===== config.mk =====
export PLATFORM = sky130hd
export DESIGN_NAME = first_fit_interval_allocator_top
export DESIGN_NICKNAME = d
export VERILOG_FILES = /design/src/rtl/ffia_pkg.sv /design/src/rtl/ffia_ram.sv /design/src/rtl/ffia_rsp_reg.sv /design/src/rtl/first_fit_interval_allocator_top.sv
export SDC_FILE = /design/constraint.sdc
export NUM_CORES = 2
export LEC_CHECK = 0
export BUFFER_PORTS_ARGS = -buffer_cell sky130_fd_sc_hd__buf_2
export CAP_MARGIN = 20
export CORE_ASPECT_RATIO = 0.7
export CORE_MARGIN = 5
export CORE_UTILIZATION = 50
export CTS_CLUSTER_DIAMETER = 100
export DETAILED_ROUTE_END_ITERATION = 6
export PLACE_DENSITY = 0.68
export SYNTH_ARGS = -nofsm -noshare
export SYNTH_HDL_FRONTEND = slang
export SYNTH_HIERARCHICAL = 1
export SYNTH_SLANG_ARGS = --single-unit

===== constraint.sdc =====
create_clock -name clock -period 8.8 [get_ports clock]
set_input_delay 0.88 -clock clock [delete_from_list [all_inputs] [get_ports clock]]
set_output_delay 0.88 -clock clock [all_outputs]
set_load 0.005 [all_outputs]

===== src/rtl/ffia_pkg.sv =====
// ----------------------------------------------------------------------------
// ffia_pkg
// Shared types and codes for the first-fit interval allocator.
// ----------------------------------------------------------------------------
package ffia_pkg;

   localparam logic [1:0] MODE_ALLOC = 2'd0;
   localparam logic [1:0] MODE_FREE  = 2'd1;
   localparam logic [1:0] MODE_CLEAR = 2'd2;
   localparam logic [1:0] MODE_SPARE = 2'd3;

   localparam logic [2:0] ST_OK       = 3'd0;
   localparam logic [2:0] ST_ZERO     = 3'd1;
   localparam logic [2:0] ST_UNKNOWN  = 3'd2;
   localparam logic [2:0] ST_FULL     = 3'd3;
   localparam logic [2:0] ST_OVERFLOW = 3'd4;

   typedef struct packed {
      logic [1:0]  mode;
      logic [31:0] request_size;
      logic [31:0] release_offset;
   } req_type;

   typedef struct packed {
      logic [31:0] granted_offset;
      logic [2:0]  status;
      logic [31:0] high_water;
      logic [47:0] requested_total;
   } rsp_type;

   typedef enum logic [2:0] {
      S_IDLE,
      S_ASCAN,
      S_LSCAN,
      S_FSCAN,
      S_SHDN,
      S_SHUP,
      S_RESP
   } state_type;

endpackage


===== src/rtl/ffia_ram.sv =====
// ----------------------------------------------------------------------------
// ffia_ram
// Generic simple dual-port RAM with one write port and a registered read.
// ----------------------------------------------------------------------------
module ffia_ram #(
   parameter int WIDTH = 64,
   parameter int DEPTH = 16
) (
   input  logic                     clock,
   input  logic                     wr_en,
   input  logic [$clog2(DEPTH)-1:0] wr_addr,
   input  logic [WIDTH-1:0]         wr_data,
   input  logic [$clog2(DEPTH)-1:0] rd_addr,
   output logic [WIDTH-1:0]         rd_data
);

   logic [WIDTH-1:0] mem_ff [DEPTH];
   logic [WIDTH-1:0] rd_data_ff;

   always_ff @(posedge clock) begin
      if (wr_en) begin
         mem_ff[wr_addr] <= wr_data;
      end
      rd_data_ff <= mem_ff[rd_addr];
   end

   assign rd_data = rd_data_ff;

endmodule


===== src/rtl/ffia_rsp_reg.sv =====
// ----------------------------------------------------------------------------
// ffia_rsp_reg
// Output register that holds one result beat until the receiver takes it.
// ----------------------------------------------------------------------------
module ffia_rsp_reg (
   input  logic             clock,
   input  logic             reset,
   input  logic             load_valid,
   output logic             load_ready,
   input  ffia_pkg::rsp_type load_data,
   output logic             rsp_valid,
   input  logic             rsp_ready,
   output ffia_pkg::rsp_type rsp_data
);

   logic              valid_ff;
   logic              valid_in;
   ffia_pkg::rsp_type data_ff;

   assign load_ready = !valid_ff || rsp_ready;

   always_comb begin
      valid_in = valid_ff;
      if (load_valid && load_ready) begin
         valid_in = 1'b1;
      end else if (rsp_ready) begin
         valid_in = 1'b0;
      end
   end

   always_ff @(posedge clock) begin
      if (reset) begin
         valid_ff <= 1'b0;
      end else begin
         valid_ff <= valid_in;
      end
      if (load_valid && load_ready) begin
         data_ff <= load_data;
      end
   end

   assign rsp_valid = valid_ff;
   assign rsp_data  = data_ff;

endmodule


===== src/rtl/first_fit_interval_allocator_top.sv =====
// ----------------------------------------------------------------------------
// first_fit_interval_allocator_top
// First-fit offset allocator with coalescing free list and live-block table.
// ----------------------------------------------------------------------------
// Usage: a request beat on req_* carries a mode (allocate, free, clear), a
// size and a release offset. Each request produces exactly one response beat
// on rsp_* with the granted offset, a status code, the high-water mark and the
// saturating total of requested sizes.
// The free intervals live in one RAM, sorted by start, and the live blocks in
// a second RAM. Both have a registered read. An allocation reads the whole
// free table once and then may shift the table down by one entry. A free
// request reads the live table, then the free table, and may shift part of
// the free table up or down. The table scans go through the single RAM read
// port of each table. Clear and unused modes go straight to the response.
// One item is worked on at a time; req_ready is high only while the
// sequencer is idle. Reset empties both tables by zeroing their counts, with
// no clearing pass. A finished result waits in an output register, so the
// next request is taken while the receiver stalls; the sequencer only waits
// if a second result is ready before the first one has been taken.
// ----------------------------------------------------------------------------
module first_fit_interval_allocator_top #(
   parameter int FREE_DEPTH  = 16,
   parameter int LIVE_DEPTH  = 32,
   parameter int OFFSET_BITS = 32
) (
   input  logic              clock,
   input  logic              reset,
   input  logic              req_valid,
   output logic              req_ready,
   input  ffia_pkg::req_type req_data,
   output logic              rsp_valid,
   input  logic              rsp_ready,
   output ffia_pkg::rsp_type rsp_data
);

   localparam int OB = OFFSET_BITS;
   localparam int EW = 2 * OB;
   localparam int FI = $clog2(FREE_DEPTH);
   localparam int FC = $clog2(FREE_DEPTH + 1);
   localparam int LI = $clog2(LIVE_DEPTH);
   localparam int LC = $clog2(LIVE_DEPTH + 1);
   localparam int SW = ((OB > 32) ? OB : 32) + 1;

   // Sequencer state and totals.
   ffia_pkg::state_type state_ff, state_in;
   logic [FC-1:0] fc_ff, fc_in;
   logic [LC-1:0] lc_ff, lc_in;
   logic [OB-1:0] mark_ff, mark_in;
   logic [47:0]   sum_ff, sum_in;

   // Latched request.
   logic [31:0] size_ff, size_in;
   logic [31:0] off_ff, off_in;

   // Scan pointers; pend marks a read whose data arrives this cycle.
   logic [FC-1:0] fptr_ff, fptr_in, fpidx_ff, fpidx_in;
   logic [LC-1:0] lptr_ff, lptr_in, lpidx_ff, lpidx_in;
   logic          pend_ff, pend_in;

   // What the scans found.
   logic          hit_ff, hit_in;
   logic [FC-1:0] hit_idx_ff, hit_idx_in;
   logic [LC-1:0] lidx_ff, lidx_in;
   logic [OB-1:0] s_ff, s_in, e_ff, e_in;
   logic          nxv_ff, nxv_in;
   logic [OB-1:0] nxs_ff, nxs_in, nxe_ff, nxe_in;
   logic [OB-1:0] first_s_ff, first_s_in;
   logic [OB-1:0] last_s_ff, last_s_in, last_e_ff, last_e_in;
   logic [OB-1:0] lls_ff, lls_in, lle_ff, lle_in;
   logic          lo_v_ff, lo_v_in, hi_v_ff, hi_v_in;
   logic [FC-1:0] lo_idx_ff, lo_idx_in, hi_idx_ff, hi_idx_in;
   logic [OB-1:0] lo_s_ff, lo_s_in, hi_e_ff, hi_e_in;
   logic [FC-1:0] pos_ff, pos_in;

   // Staged result.
   logic [OB-1:0] gr_ff, gr_in;
   logic [2:0]    st_ff, st_in;

   // RAM ports.
   logic          f_we;
   logic [FI-1:0] f_waddr, f_raddr;
   logic [EW-1:0] f_wdata, f_rdata;
   logic          l_we;
   logic [LI-1:0] l_waddr, l_raddr;
   logic [EW-1:0] l_wdata, l_rdata;

   logic [OB-1:0] f_ds, f_de, l_ds, l_de;

   // Temporaries of the sequencer.
   logic [48:0]   sum_ext;
   logic [OB-1:0] new_s;
   logic [OB-1:0] tail_s;
   logic          tail_rm;
   logic [SW-1:0] tail_end;
   logic [FC-1:0] idx_tmp;

   logic              load_valid;
   logic              load_ready;
   ffia_pkg::rsp_type load_data;

   assign f_ds = f_rdata[EW-1:OB];
   assign f_de = f_rdata[OB-1:0];
   assign l_ds = l_rdata[EW-1:OB];
   assign l_de = l_rdata[OB-1:0];

   assign req_ready = (state_ff == ffia_pkg::S_IDLE);

   always_comb begin
      state_in   = state_ff;
      fc_in      = fc_ff;
      lc_in      = lc_ff;
      mark_in    = mark_ff;
      sum_in     = sum_ff;
      size_in    = size_ff;
      off_in     = off_ff;
      fptr_in    = fptr_ff;
      fpidx_in   = fpidx_ff;
      lptr_in    = lptr_ff;
      lpidx_in   = lpidx_ff;
      pend_in    = 1'b0;
      hit_in     = hit_ff;
      hit_idx_in = hit_idx_ff;
      lidx_in    = lidx_ff;
      s_in       = s_ff;
      e_in       = e_ff;
      nxv_in     = nxv_ff;
      nxs_in     = nxs_ff;
      nxe_in     = nxe_ff;
      first_s_in = first_s_ff;
      last_s_in  = last_s_ff;
      last_e_in  = last_e_ff;
      lls_in     = lls_ff;
      lle_in     = lle_ff;
      lo_v_in    = lo_v_ff;
      hi_v_in    = hi_v_ff;
      lo_idx_in  = lo_idx_ff;
      hi_idx_in  = hi_idx_ff;
      lo_s_in    = lo_s_ff;
      hi_e_in    = hi_e_ff;
      pos_in     = pos_ff;
      gr_in      = gr_ff;
      st_in      = st_ff;
      f_we       = 1'b0;
      f_waddr    = '0;
      f_wdata    = '0;
      f_raddr    = fptr_ff[FI-1:0];
      l_we       = 1'b0;
      l_waddr    = '0;
      l_wdata    = '0;
      l_raddr    = lptr_ff[LI-1:0];
      load_valid = 1'b0;
      sum_ext    = {1'b0, sum_ff} + {17'd0, size_ff};
      new_s      = s_ff + OB'(size_ff);
      tail_rm    = (fc_ff != '0) && (last_e_ff == mark_ff);
      tail_s     = tail_rm ? last_s_ff : mark_ff;
      tail_end   = SW'(tail_s) + SW'(size_ff);
      idx_tmp    = '0;

      case (state_ff)
         ffia_pkg::S_IDLE: begin
            if (req_valid) begin
               size_in = req_data.request_size;
               off_in  = req_data.release_offset;
               hit_in  = 1'b0;
               nxv_in  = 1'b0;
               case (req_data.mode)
                  ffia_pkg::MODE_ALLOC: begin
                     sum_ext = {1'b0, sum_ff} + {17'd0, req_data.request_size};
                     sum_in  = sum_ext[48] ? {48{1'b1}} : sum_ext[47:0];
                     fptr_in = '0;
                     state_in = ffia_pkg::S_ASCAN;
                  end
                  ffia_pkg::MODE_FREE: begin
                     lptr_in  = '0;
                     state_in = ffia_pkg::S_LSCAN;
                  end
                  ffia_pkg::MODE_CLEAR: begin
                     fc_in    = '0;
                     lc_in    = '0;
                     mark_in  = '0;
                     sum_in   = '0;
                     gr_in    = '0;
                     st_in    = ffia_pkg::ST_OK;
                     state_in = ffia_pkg::S_RESP;
                  end
                  default: begin
                     gr_in    = '0;
                     st_in    = ffia_pkg::ST_OK;
                     state_in = ffia_pkg::S_RESP;
                  end
               endcase
            end
         end

         ffia_pkg::S_ASCAN: begin
            if (fptr_ff < fc_ff) begin
               pend_in  = 1'b1;
               fpidx_in = fptr_ff;
               fptr_in  = fptr_ff + 1'b1;
            end
            if (pend_ff) begin
               if (fpidx_ff == '0) begin
                  first_s_in = f_ds;
               end
               if (fpidx_ff == fc_ff - 1'b1) begin
                  last_s_in = f_ds;
                  last_e_in = f_de;
               end
               if (!hit_ff && (SW'(f_de - f_ds) >= SW'(size_ff))) begin
                  hit_in     = 1'b1;
                  hit_idx_in = fpidx_ff;
                  s_in       = f_ds;
                  e_in       = f_de;
               end
               if (hit_ff && (fpidx_ff == hit_idx_ff + 1'b1)) begin
                  nxv_in = 1'b1;
                  nxs_in = f_ds;
                  nxe_in = f_de;
               end
            end
            if (!pend_ff && (fptr_ff >= fc_ff)) begin
               state_in = ffia_pkg::S_RESP;
               gr_in    = '0;
               st_in    = ffia_pkg::ST_OK;
               if (size_ff == '0) begin
                  gr_in = (fc_ff != '0) ? first_s_ff : mark_ff;
                  st_in = ffia_pkg::ST_ZERO;
               end else if (lc_ff == LC'(LIVE_DEPTH)) begin
                  st_in = ffia_pkg::ST_FULL;
               end else if (hit_ff) begin
                  // First fit: the block goes at the interval's start.
                  l_we    = 1'b1;
                  l_waddr = lc_ff[LI-1:0];
                  l_wdata = {s_ff, new_s};
                  lc_in   = lc_ff + 1'b1;
                  gr_in   = s_ff;
                  if (new_s == e_ff) begin
                     fptr_in  = hit_idx_ff + 1'b1;
                     state_in = ffia_pkg::S_SHDN;
                  end else if (nxv_ff && (nxs_ff == e_ff)) begin
                     f_we     = 1'b1;
                     f_waddr  = hit_idx_ff[FI-1:0];
                     f_wdata  = {new_s, nxe_ff};
                     fptr_in  = hit_idx_ff + 2'd2;
                     state_in = ffia_pkg::S_SHDN;
                  end else begin
                     f_we    = 1'b1;
                     f_waddr = hit_idx_ff[FI-1:0];
                     f_wdata = {new_s, e_ff};
                  end
               end else if ((tail_end >> OB) != '0) begin
                  st_in = ffia_pkg::ST_OVERFLOW;
               end else begin
                  // Grow at the tail, reusing a free interval that ends there.
                  mark_in = tail_end[OB-1:0];
                  l_we    = 1'b1;
                  l_waddr = lc_ff[LI-1:0];
                  l_wdata = {tail_s, tail_end[OB-1:0]};
                  lc_in   = lc_ff + 1'b1;
                  gr_in   = tail_s;
                  if (tail_rm) begin
                     fc_in = fc_ff - 1'b1;
                  end
               end
            end
         end

         ffia_pkg::S_LSCAN: begin
            if (lptr_ff < lc_ff) begin
               pend_in  = 1'b1;
               lpidx_in = lptr_ff;
               lptr_in  = lptr_ff + 1'b1;
            end
            if (pend_ff) begin
               if (lpidx_ff == lc_ff - 1'b1) begin
                  lls_in = l_ds;
                  lle_in = l_de;
               end
               if (!hit_ff && (SW'(l_ds) == SW'(off_ff))) begin
                  hit_in  = 1'b1;
                  lidx_in = lpidx_ff;
                  s_in    = l_ds;
                  e_in    = l_de;
               end
            end
            if (!pend_ff && (lptr_ff >= lc_ff)) begin
               if (!hit_ff) begin
                  gr_in    = '0;
                  st_in    = ffia_pkg::ST_UNKNOWN;
                  state_in = ffia_pkg::S_RESP;
               end else begin
                  fptr_in  = '0;
                  lo_v_in  = 1'b0;
                  hi_v_in  = 1'b0;
                  pos_in   = '0;
                  state_in = ffia_pkg::S_FSCAN;
               end
            end
         end

         ffia_pkg::S_FSCAN: begin
            if (fptr_ff < fc_ff) begin
               pend_in  = 1'b1;
               fpidx_in = fptr_ff;
               fptr_in  = fptr_ff + 1'b1;
            end
            if (pend_ff) begin
               if (!lo_v_ff && (f_de == s_ff)) begin
                  lo_v_in   = 1'b1;
                  lo_idx_in = fpidx_ff;
                  lo_s_in   = f_ds;
               end
               if (!hi_v_ff && (f_ds == e_ff)) begin
                  hi_v_in   = 1'b1;
                  hi_idx_in = fpidx_ff;
                  hi_e_in   = f_de;
               end
               if (f_ds <= s_ff) begin
                  pos_in = pos_ff + 1'b1;
               end
            end
            if (!pend_ff && (fptr_ff >= fc_ff)) begin
               gr_in    = '0;
               st_in    = ffia_pkg::ST_OK;
               state_in = ffia_pkg::S_RESP;
               if (!lo_v_ff && !hi_v_ff && (fc_ff == FC'(FREE_DEPTH))) begin
                  st_in = ffia_pkg::ST_FULL;
               end else begin
                  // Retire the live block by moving the last entry into its slot.
                  l_we    = 1'b1;
                  l_waddr = lidx_ff[LI-1:0];
                  l_wdata = {lls_ff, lle_ff};
                  lc_in   = lc_ff - 1'b1;
                  if (lo_v_ff && hi_v_ff) begin
                     f_we     = 1'b1;
                     f_waddr  = lo_idx_ff[FI-1:0];
                     f_wdata  = {lo_s_ff, hi_e_ff};
                     fptr_in  = hi_idx_ff + 1'b1;
                     state_in = ffia_pkg::S_SHDN;
                  end else if (lo_v_ff) begin
                     f_we    = 1'b1;
                     f_waddr = lo_idx_ff[FI-1:0];
                     f_wdata = {lo_s_ff, e_ff};
                  end else if (hi_v_ff) begin
                     f_we    = 1'b1;
                     f_waddr = hi_idx_ff[FI-1:0];
                     f_wdata = {s_ff, hi_e_ff};
                  end else begin
                     fptr_in  = fc_ff;
                     state_in = ffia_pkg::S_SHUP;
                  end
               end
            end
         end

         ffia_pkg::S_SHDN: begin
            // Close a gap: entry k+1 moves to k up to the end of the table.
            if (fptr_ff < fc_ff) begin
               pend_in  = 1'b1;
               fpidx_in = fptr_ff;
               fptr_in  = fptr_ff + 1'b1;
            end
            if (pend_ff) begin
               idx_tmp = fpidx_ff - 1'b1;
               f_we    = 1'b1;
               f_waddr = idx_tmp[FI-1:0];
               f_wdata = f_rdata;
            end
            if (!pend_ff && (fptr_ff >= fc_ff)) begin
               fc_in    = fc_ff - 1'b1;
               state_in = ffia_pkg::S_RESP;
            end
         end

         ffia_pkg::S_SHUP: begin
            // Open a gap at the insert position, working down from the top.
            idx_tmp = fptr_ff - 1'b1;
            f_raddr = idx_tmp[FI-1:0];
            if (fptr_ff > pos_ff) begin
               pend_in  = 1'b1;
               fpidx_in = idx_tmp;
               fptr_in  = idx_tmp;
            end
            if (pend_ff) begin
               idx_tmp = fpidx_ff + 1'b1;
               f_we    = 1'b1;
               f_waddr = idx_tmp[FI-1:0];
               f_wdata = f_rdata;
            end
            if (!pend_ff && (fptr_ff <= pos_ff)) begin
               f_we     = 1'b1;
               f_waddr  = pos_ff[FI-1:0];
               f_wdata  = {s_ff, e_ff};
               fc_in    = fc_ff + 1'b1;
               state_in = ffia_pkg::S_RESP;
            end
         end

         ffia_pkg::S_RESP: begin
            load_valid = 1'b1;
            if (load_ready) begin
               state_in = ffia_pkg::S_IDLE;
            end
         end

         default: begin
            state_in = ffia_pkg::S_IDLE;
         end
      endcase
   end

   assign load_data.granted_offset  = 32'(gr_ff);
   assign load_data.status          = st_ff;
   assign load_data.high_water      = 32'(mark_ff);
   assign load_data.requested_total = sum_ff;

   always_ff @(posedge clock) begin
      if (reset) begin
         state_ff <= ffia_pkg::S_IDLE;
         fc_ff    <= '0;
         lc_ff    <= '0;
         mark_ff  <= '0;
         sum_ff   <= '0;
         pend_ff  <= 1'b0;
      end else begin
         state_ff <= state_in;
         fc_ff    <= fc_in;
         lc_ff    <= lc_in;
         mark_ff  <= mark_in;
         sum_ff   <= sum_in;
         pend_ff  <= pend_in;
      end
      size_ff    <= size_in;
      off_ff     <= off_in;
      fptr_ff    <= fptr_in;
      fpidx_ff   <= fpidx_in;
      lptr_ff    <= lptr_in;
      lpidx_ff   <= lpidx_in;
      hit_ff     <= hit_in;
      hit_idx_ff <= hit_idx_in;
      lidx_ff    <= lidx_in;
      s_ff       <= s_in;
      e_ff       <= e_in;
      nxv_ff     <= nxv_in;
      nxs_ff     <= nxs_in;
      nxe_ff     <= nxe_in;
      first_s_ff <= first_s_in;
      last_s_ff  <= last_s_in;
      last_e_ff  <= last_e_in;
      lls_ff     <= lls_in;
      lle_ff     <= lle_in;
      lo_v_ff    <= lo_v_in;
      hi_v_ff    <= hi_v_in;
      lo_idx_ff  <= lo_idx_in;
      hi_idx_ff  <= hi_idx_in;
      lo_s_ff    <= lo_s_in;
      hi_e_ff    <= hi_e_in;
      pos_ff     <= pos_in;
      gr_ff      <= gr_in;
      st_ff      <= st_in;
   end

   ffia_ram #(.WIDTH(EW), .DEPTH(FREE_DEPTH)) u_free_ram (
      .clock   (clock),
      .wr_en   (f_we),
      .wr_addr (f_waddr),
      .wr_data (f_wdata),
      .rd_addr (f_raddr),
      .rd_data (f_rdata)
   );

   ffia_ram #(.WIDTH(EW), .DEPTH(LIVE_DEPTH)) u_live_ram (
      .clock   (clock),
      .wr_en   (l_we),
      .wr_addr (l_waddr),
      .wr_data (l_wdata),
      .rd_addr (l_raddr),
      .rd_data (l_rdata)
   );

   ffia_rsp_reg u_rsp_reg (
      .clock      (clock),
      .reset      (reset),
      .load_valid (load_valid),
      .load_ready (load_ready),
      .load_data  (load_data),
      .rsp_valid  (rsp_valid),
      .rsp_ready  (rsp_ready),
      .rsp_data   (rsp_data)
   );

   // The free count never exceeds the table depth.
   a_fc_bound: assert property (@(posedge clock) disable iff (reset)
      fc_ff <= FC'(FREE_DEPTH))
      else $error("free count above table depth");

   // The live count never exceeds the table depth.
   a_lc_bound: assert property (@(posedge clock) disable iff (reset)
      lc_ff <= LC'(LIVE_DEPTH))
      else $error("live count above table depth");

   // A response beat only appears after the sequencer hands one over.
   a_rsp_source: assert property (@(posedge clock) disable iff (reset)
      $rose(rsp_valid) |-> $past(state_ff == ffia_pkg::S_RESP))
      else $error("response without a finished item");

   // Neither table is written while the sequencer is idle.
   a_idle_quiet: assert property (@(posedge clock) disable iff (reset)
      (state_ff == ffia_pkg::S_IDLE) |-> (!f_we && !l_we))
      else $error("table write while idle");

endmodule

==> results.rst <==
.. list-table::
   :header-rows: 1

   * - Metric
     - Value
   * - Worst Min Path Start
     - req_data[6]
   * - Placed wire-length estimate after detailed placement
     - 316 mm
   * - Critical Path End Type
     - flip-flop
   * - Share of the synthesized area in the top cell type
     - 69.5%
   * - Width of the chip
     - 685 µm
   * - Flop and latch count out of synthesis
     - 3912
   * - Static leakage power
     - 61.1 nW
   * - Total non-filler cell area in the finished layout
     - 181000 µm²
   * - Resized Gates After CTS
     - 0
   * - Violated checks
     - design-rule violations
   * - Master cell of the clock root buffer
     - clkbuf_16
   * - Overflow after GRT
     - 0
   * - Routing usage on met1
     - 45.5%
   * - Count of standard-cell rows
     - 173
   * - Type of the most critical hold path
     - input port to flip-flop
   * - Terminating pin of the worst hold path
     - off_ff[6]$_DFFE_PP_
   * - CTS H-Tree Depth
     - 5
   * - Simple-gate area share of the yosys netlist
     - 3.52%
   * - Synth area leader
     - edfxtp_1
   * - Net Count, Synth
     - 8919
   * - # hold bufs at CTS
     - 0
   * - Leading cell type in the layout, fill and taps excluded
     - edfxtp_1
   * - Vias in the first global route
     - 85400
   * - First drt pass iteration count
     - 7
   * - GR Util met2
     - 40.3%
   * - Unrepaired setup endpoints after global routing
     - false
   * - Share of the synthesized area in compound gates (AO/OA/AOI/OAI)
     - 4.99%
   * - Overall via count from detail_route
     - 90200
   * - CTS buffer count
     - 371
   * - Die area
     - 330000 µm²
   * - Area after detailed placement
     - 168000 µm²
   * - Most frequent cells in the layout
     - 3688 x edfxtp_1, 858 x mux4_2, 494 x nand2_1
   * - Avg Inst Size Synth
     - 18.5 µm²
   * - Endpoint of the worst-slack reg-to-reg timing path
     - u_live_ram/mem_ff[4][20]$_DFFE_PP_
   * - Final-report max-slew violation count
     - 0
   * - Crit path kind
     - flip-flop to flip-flop
   * - Hold depth
     - 1
   * - Antenna violations before repair
     - 42
   * - Placeable core area
     - 317000 µm²
   * - Number of top-level design ports
     - 187
   * - Reg-to-reg slack, setup
     - 0.39 ns
   * - Type of origin of the critical path
     - flip-flop
   * - Share of synthesized area occupied by flip-flops and latches
     - 72.3%
   * - Number of design-rule violations left by the first detailed-router iteration
     - 14700
   * - Area growth from synthesis to final layout
     - 13.5%
   * - Dominant register cell in the synthesized netlist
     - edfxtp_1
   * - Post-Synth Adder-Cell Area
     - 1.82%
   * - Status
     - finished with violations
   * - Yosys Warn Count
     - 6
   * - Met3 track utilization from global routing
     - 8.40%
   * - GRT Total Usage
     - 29.3%
   * - Async SR Flop Fraction
     - 0%
   * - Post-route ant nets
     - 0
   * - First-pass GRT wire length
     - 681 mm
   * - Post-Synth XOR/XNOR Area
     - 1.94%
   * - Setup violators final
     - 0
   * - Max-slew headroom at the worst pin
     - 13.3%
   * - Period Utilization, post-route
     - 95.6%
   * - Largest buffer count on any clock path
     - 4
   * - Worst Tran Pin Value
     - 1.29 ns
   * - Max Fanout on Critical Path
     - 24
   * - Worst-case vdd ir drop
     - 325 µV
   * - Maximum number of pins on one net before global-route repair
     - 130
   * - Pwr dens
     - 317 nW/µm²
   * - Clock transition at the registers of the reported paths
     - 0.07 ns
   * - Critical register-to-register path startpoint
     - mark_ff[15]$_SDFFE_PP0P_
   * - WL/cell
     - 35.9 µm
   * - Worst Path Required
     - 9.35 ns
   * - Critical path arrival
     - 8.96 ns
   * - Most area-consuming cells after synthesis
     - edfxtp_1 70%, mux4_2 12%, dfxtp_1 2.8%
   * - Max-cap check violation count
     - 0
   * - Maximum clock frequency
     - 0.119 GHz
   * - Insertion delay of the later-clocked pin in the worst-skew pair
     - 0.94 ns
   * - Number of remaining DRC errors
     - 9
   * - Via density per instance
     - 6.59
   * - Number of enable-type register cells in the synthesized netlist
     - 3688
   * - Number of cell instances on the worst register-to-register path
     - 25
   * - Final Power
     - 57.4 mW
   * - Share of cells above drive strength 1
     - 24.2%
   * - PortBufs
     - 186
   * - Hold violation count in the final report
     - 0
   * - TritonCTS clock tree
     - done
   * - Shortest period the worst path allows
     - 8.41 ns
   * - Mux cell area share after synthesis
     - 13.8%
   * - Placer Congestion
     - 0.993
   * - Max Clock Skew
     - 0.108 ns
   * - Most Used Layer, Global Route
     - met1
   * - Overall die height
     - 482 µm
   * - Starting density of the core
     - 50.2%
   * - Final-stage net count
     - 9477
   * - Dominant combinational cell family by area after synthesis
     - multiplexers
   * - Mapped cell area
     - 159000 µm²
   * - Routed Wire Length
     - 491 mm
   * - Synthesized netlist cell count
     - 8619
   * - Unique masters post-synth
     - 101
   * - TritonCTS sink count
     - 3912
   * - Setup repair bufs after CTS
     - 0
power by group:
group          switching (mW)  total [mW]  internal (mW)
Clock                    7.01        16.4           9.34
Combinational            11.1        17.1           5.97
Sequential               1.49        24.0           22.5
stage by stage:
step / setup TNS, ns / hold slack, ns / instances / utilization, % / setup slack (ns)
after floorplan: -846.13 / 0.400 / 8619 / - / -0.767
after global placement: 0 / 0.407 / 13000 / 53.0 / 0.671
after detailed placement: 0 / 0.406 / 13000 / 53.1 / 0.811
after CTS: 0 / 0.0715 / 13700 / 56.9 / 0.752
after global routing: 0 / 0.0917 / 13700 / 57.0 / 0.300
final: 0 / 0.123 / 13700 / 57.0 / 0.388
flip-flops by register name, indices dropped and copies added (netlist names), 48 cells and up:
register and count:
u_live_ram/rd_data 64, u_free_ram/rd_data 64, u_live_ram/mem_ff 2048, sum_ff 48, u_free_ram/mem_ff 1024, u_rsp_reg/rsp_data 115
critical path: stages (launching register included):
cell and delay, ns:
dfxtp_1 0.46, xor2_1 0.13, nor4_1 0.81, nand4_1 0.29
nor4_2 0.31, buf_4 0.26, mux2_2 0.37, ha_1 0.23
fa_1 0.44, a21o_1 0.21, a21oi_1 0.25, nor2b_1 0.11
o21ai_0 0.33, a2111oi_0 0.19, buf_4 0.21, o21ai_1 0.21
a31oi_1 0.31, a221o_1 0.48, a41oi_1 0.25, buf_4 0.22
a21oi_1 0.09, nand4b_1 0.23, inv_1 0.17, or3b_2 0.70
nor2_4 0.26, buf_4 0.44
how the worst max path moves through the flow:
stage	from	endpoint	slack [ns]	depth (start not counted)
finish	mark_ff[15]$_SDFFE_PP0P_	u_live_ram/mem_ff[4][20]$_DFFE_PP_	0.39	25
floorplan	fc_ff[0]$_SDFFE_PP0P_	u_live_ram/mem_ff[19][0]$_DFFE_PP_	-0.77	24
global route	mark_ff[15]$_SDFFE_PP0P_	u_live_ram/mem_ff[7][37]$_DFFE_PP_	0.30	25
detailed placement	mark_ff[15]$_SDFFE_PP0P_	u_live_ram/mem_ff[12][3]$_DFFE_PP_	0.81	26
global placement	mark_ff[15]$_SDFFE_PP0P_	u_live_ram/mem_ff[12][3]$_DFFE_PP_	0.67	26
CTS	mark_ff[15]$_SDFFE_PP0P_	u_live_ram/mem_ff[12][35]$_DFFE_PP_	0.75	26
logic make-up (layout without fill, tap and decap cells):
| logic type | Yosys count | in the layout |
|---|---|---|
| compound gates | 1199 | 1199 |
| simple gates | 1220 | 1220 |
| mux | 1103 | 1103 |
| other cells | 0 | 12 |
| fa+ha+maj | 230 | 230 |
| xor+xnor | 345 | 345 |
| buf+inv | 610 | 1478 |
| flops | 3912 | 3912 |
synth_stat cells (all sizes together), types with 85 or more instances:
library cell,count
mux2,107
xor2,155
ha,226
edfxtp,3688
a21oi,289
clkbuf,257
xnor2,185
nor3,85
nor2,262
buf,170
nand2,500
a21o,91
inv,181
mux4,858
a22oi,137
o21ai,257
mux2i,138
dfxtp,224
metal layers:
layer | share of wire (%) | vias up
li1 | - | 36100
met1 | 41 | 47000
met2 | 41 | 6362
met3 | 14 | 790
met4 | 3.5 | 16
met5 | 0.022 | -
layout make-up:
type,instances,area (µm²)
antenna,12,30.0
clock buffer,473,10100
clock inverter,210,2270
fill,23600,136000
inverter,183,696
multi-input combinational,4097,42200
sequential,3912,115000
tap,4200,5260
timing repair buffer,612,5120
(Power assumes the default switching activity.)
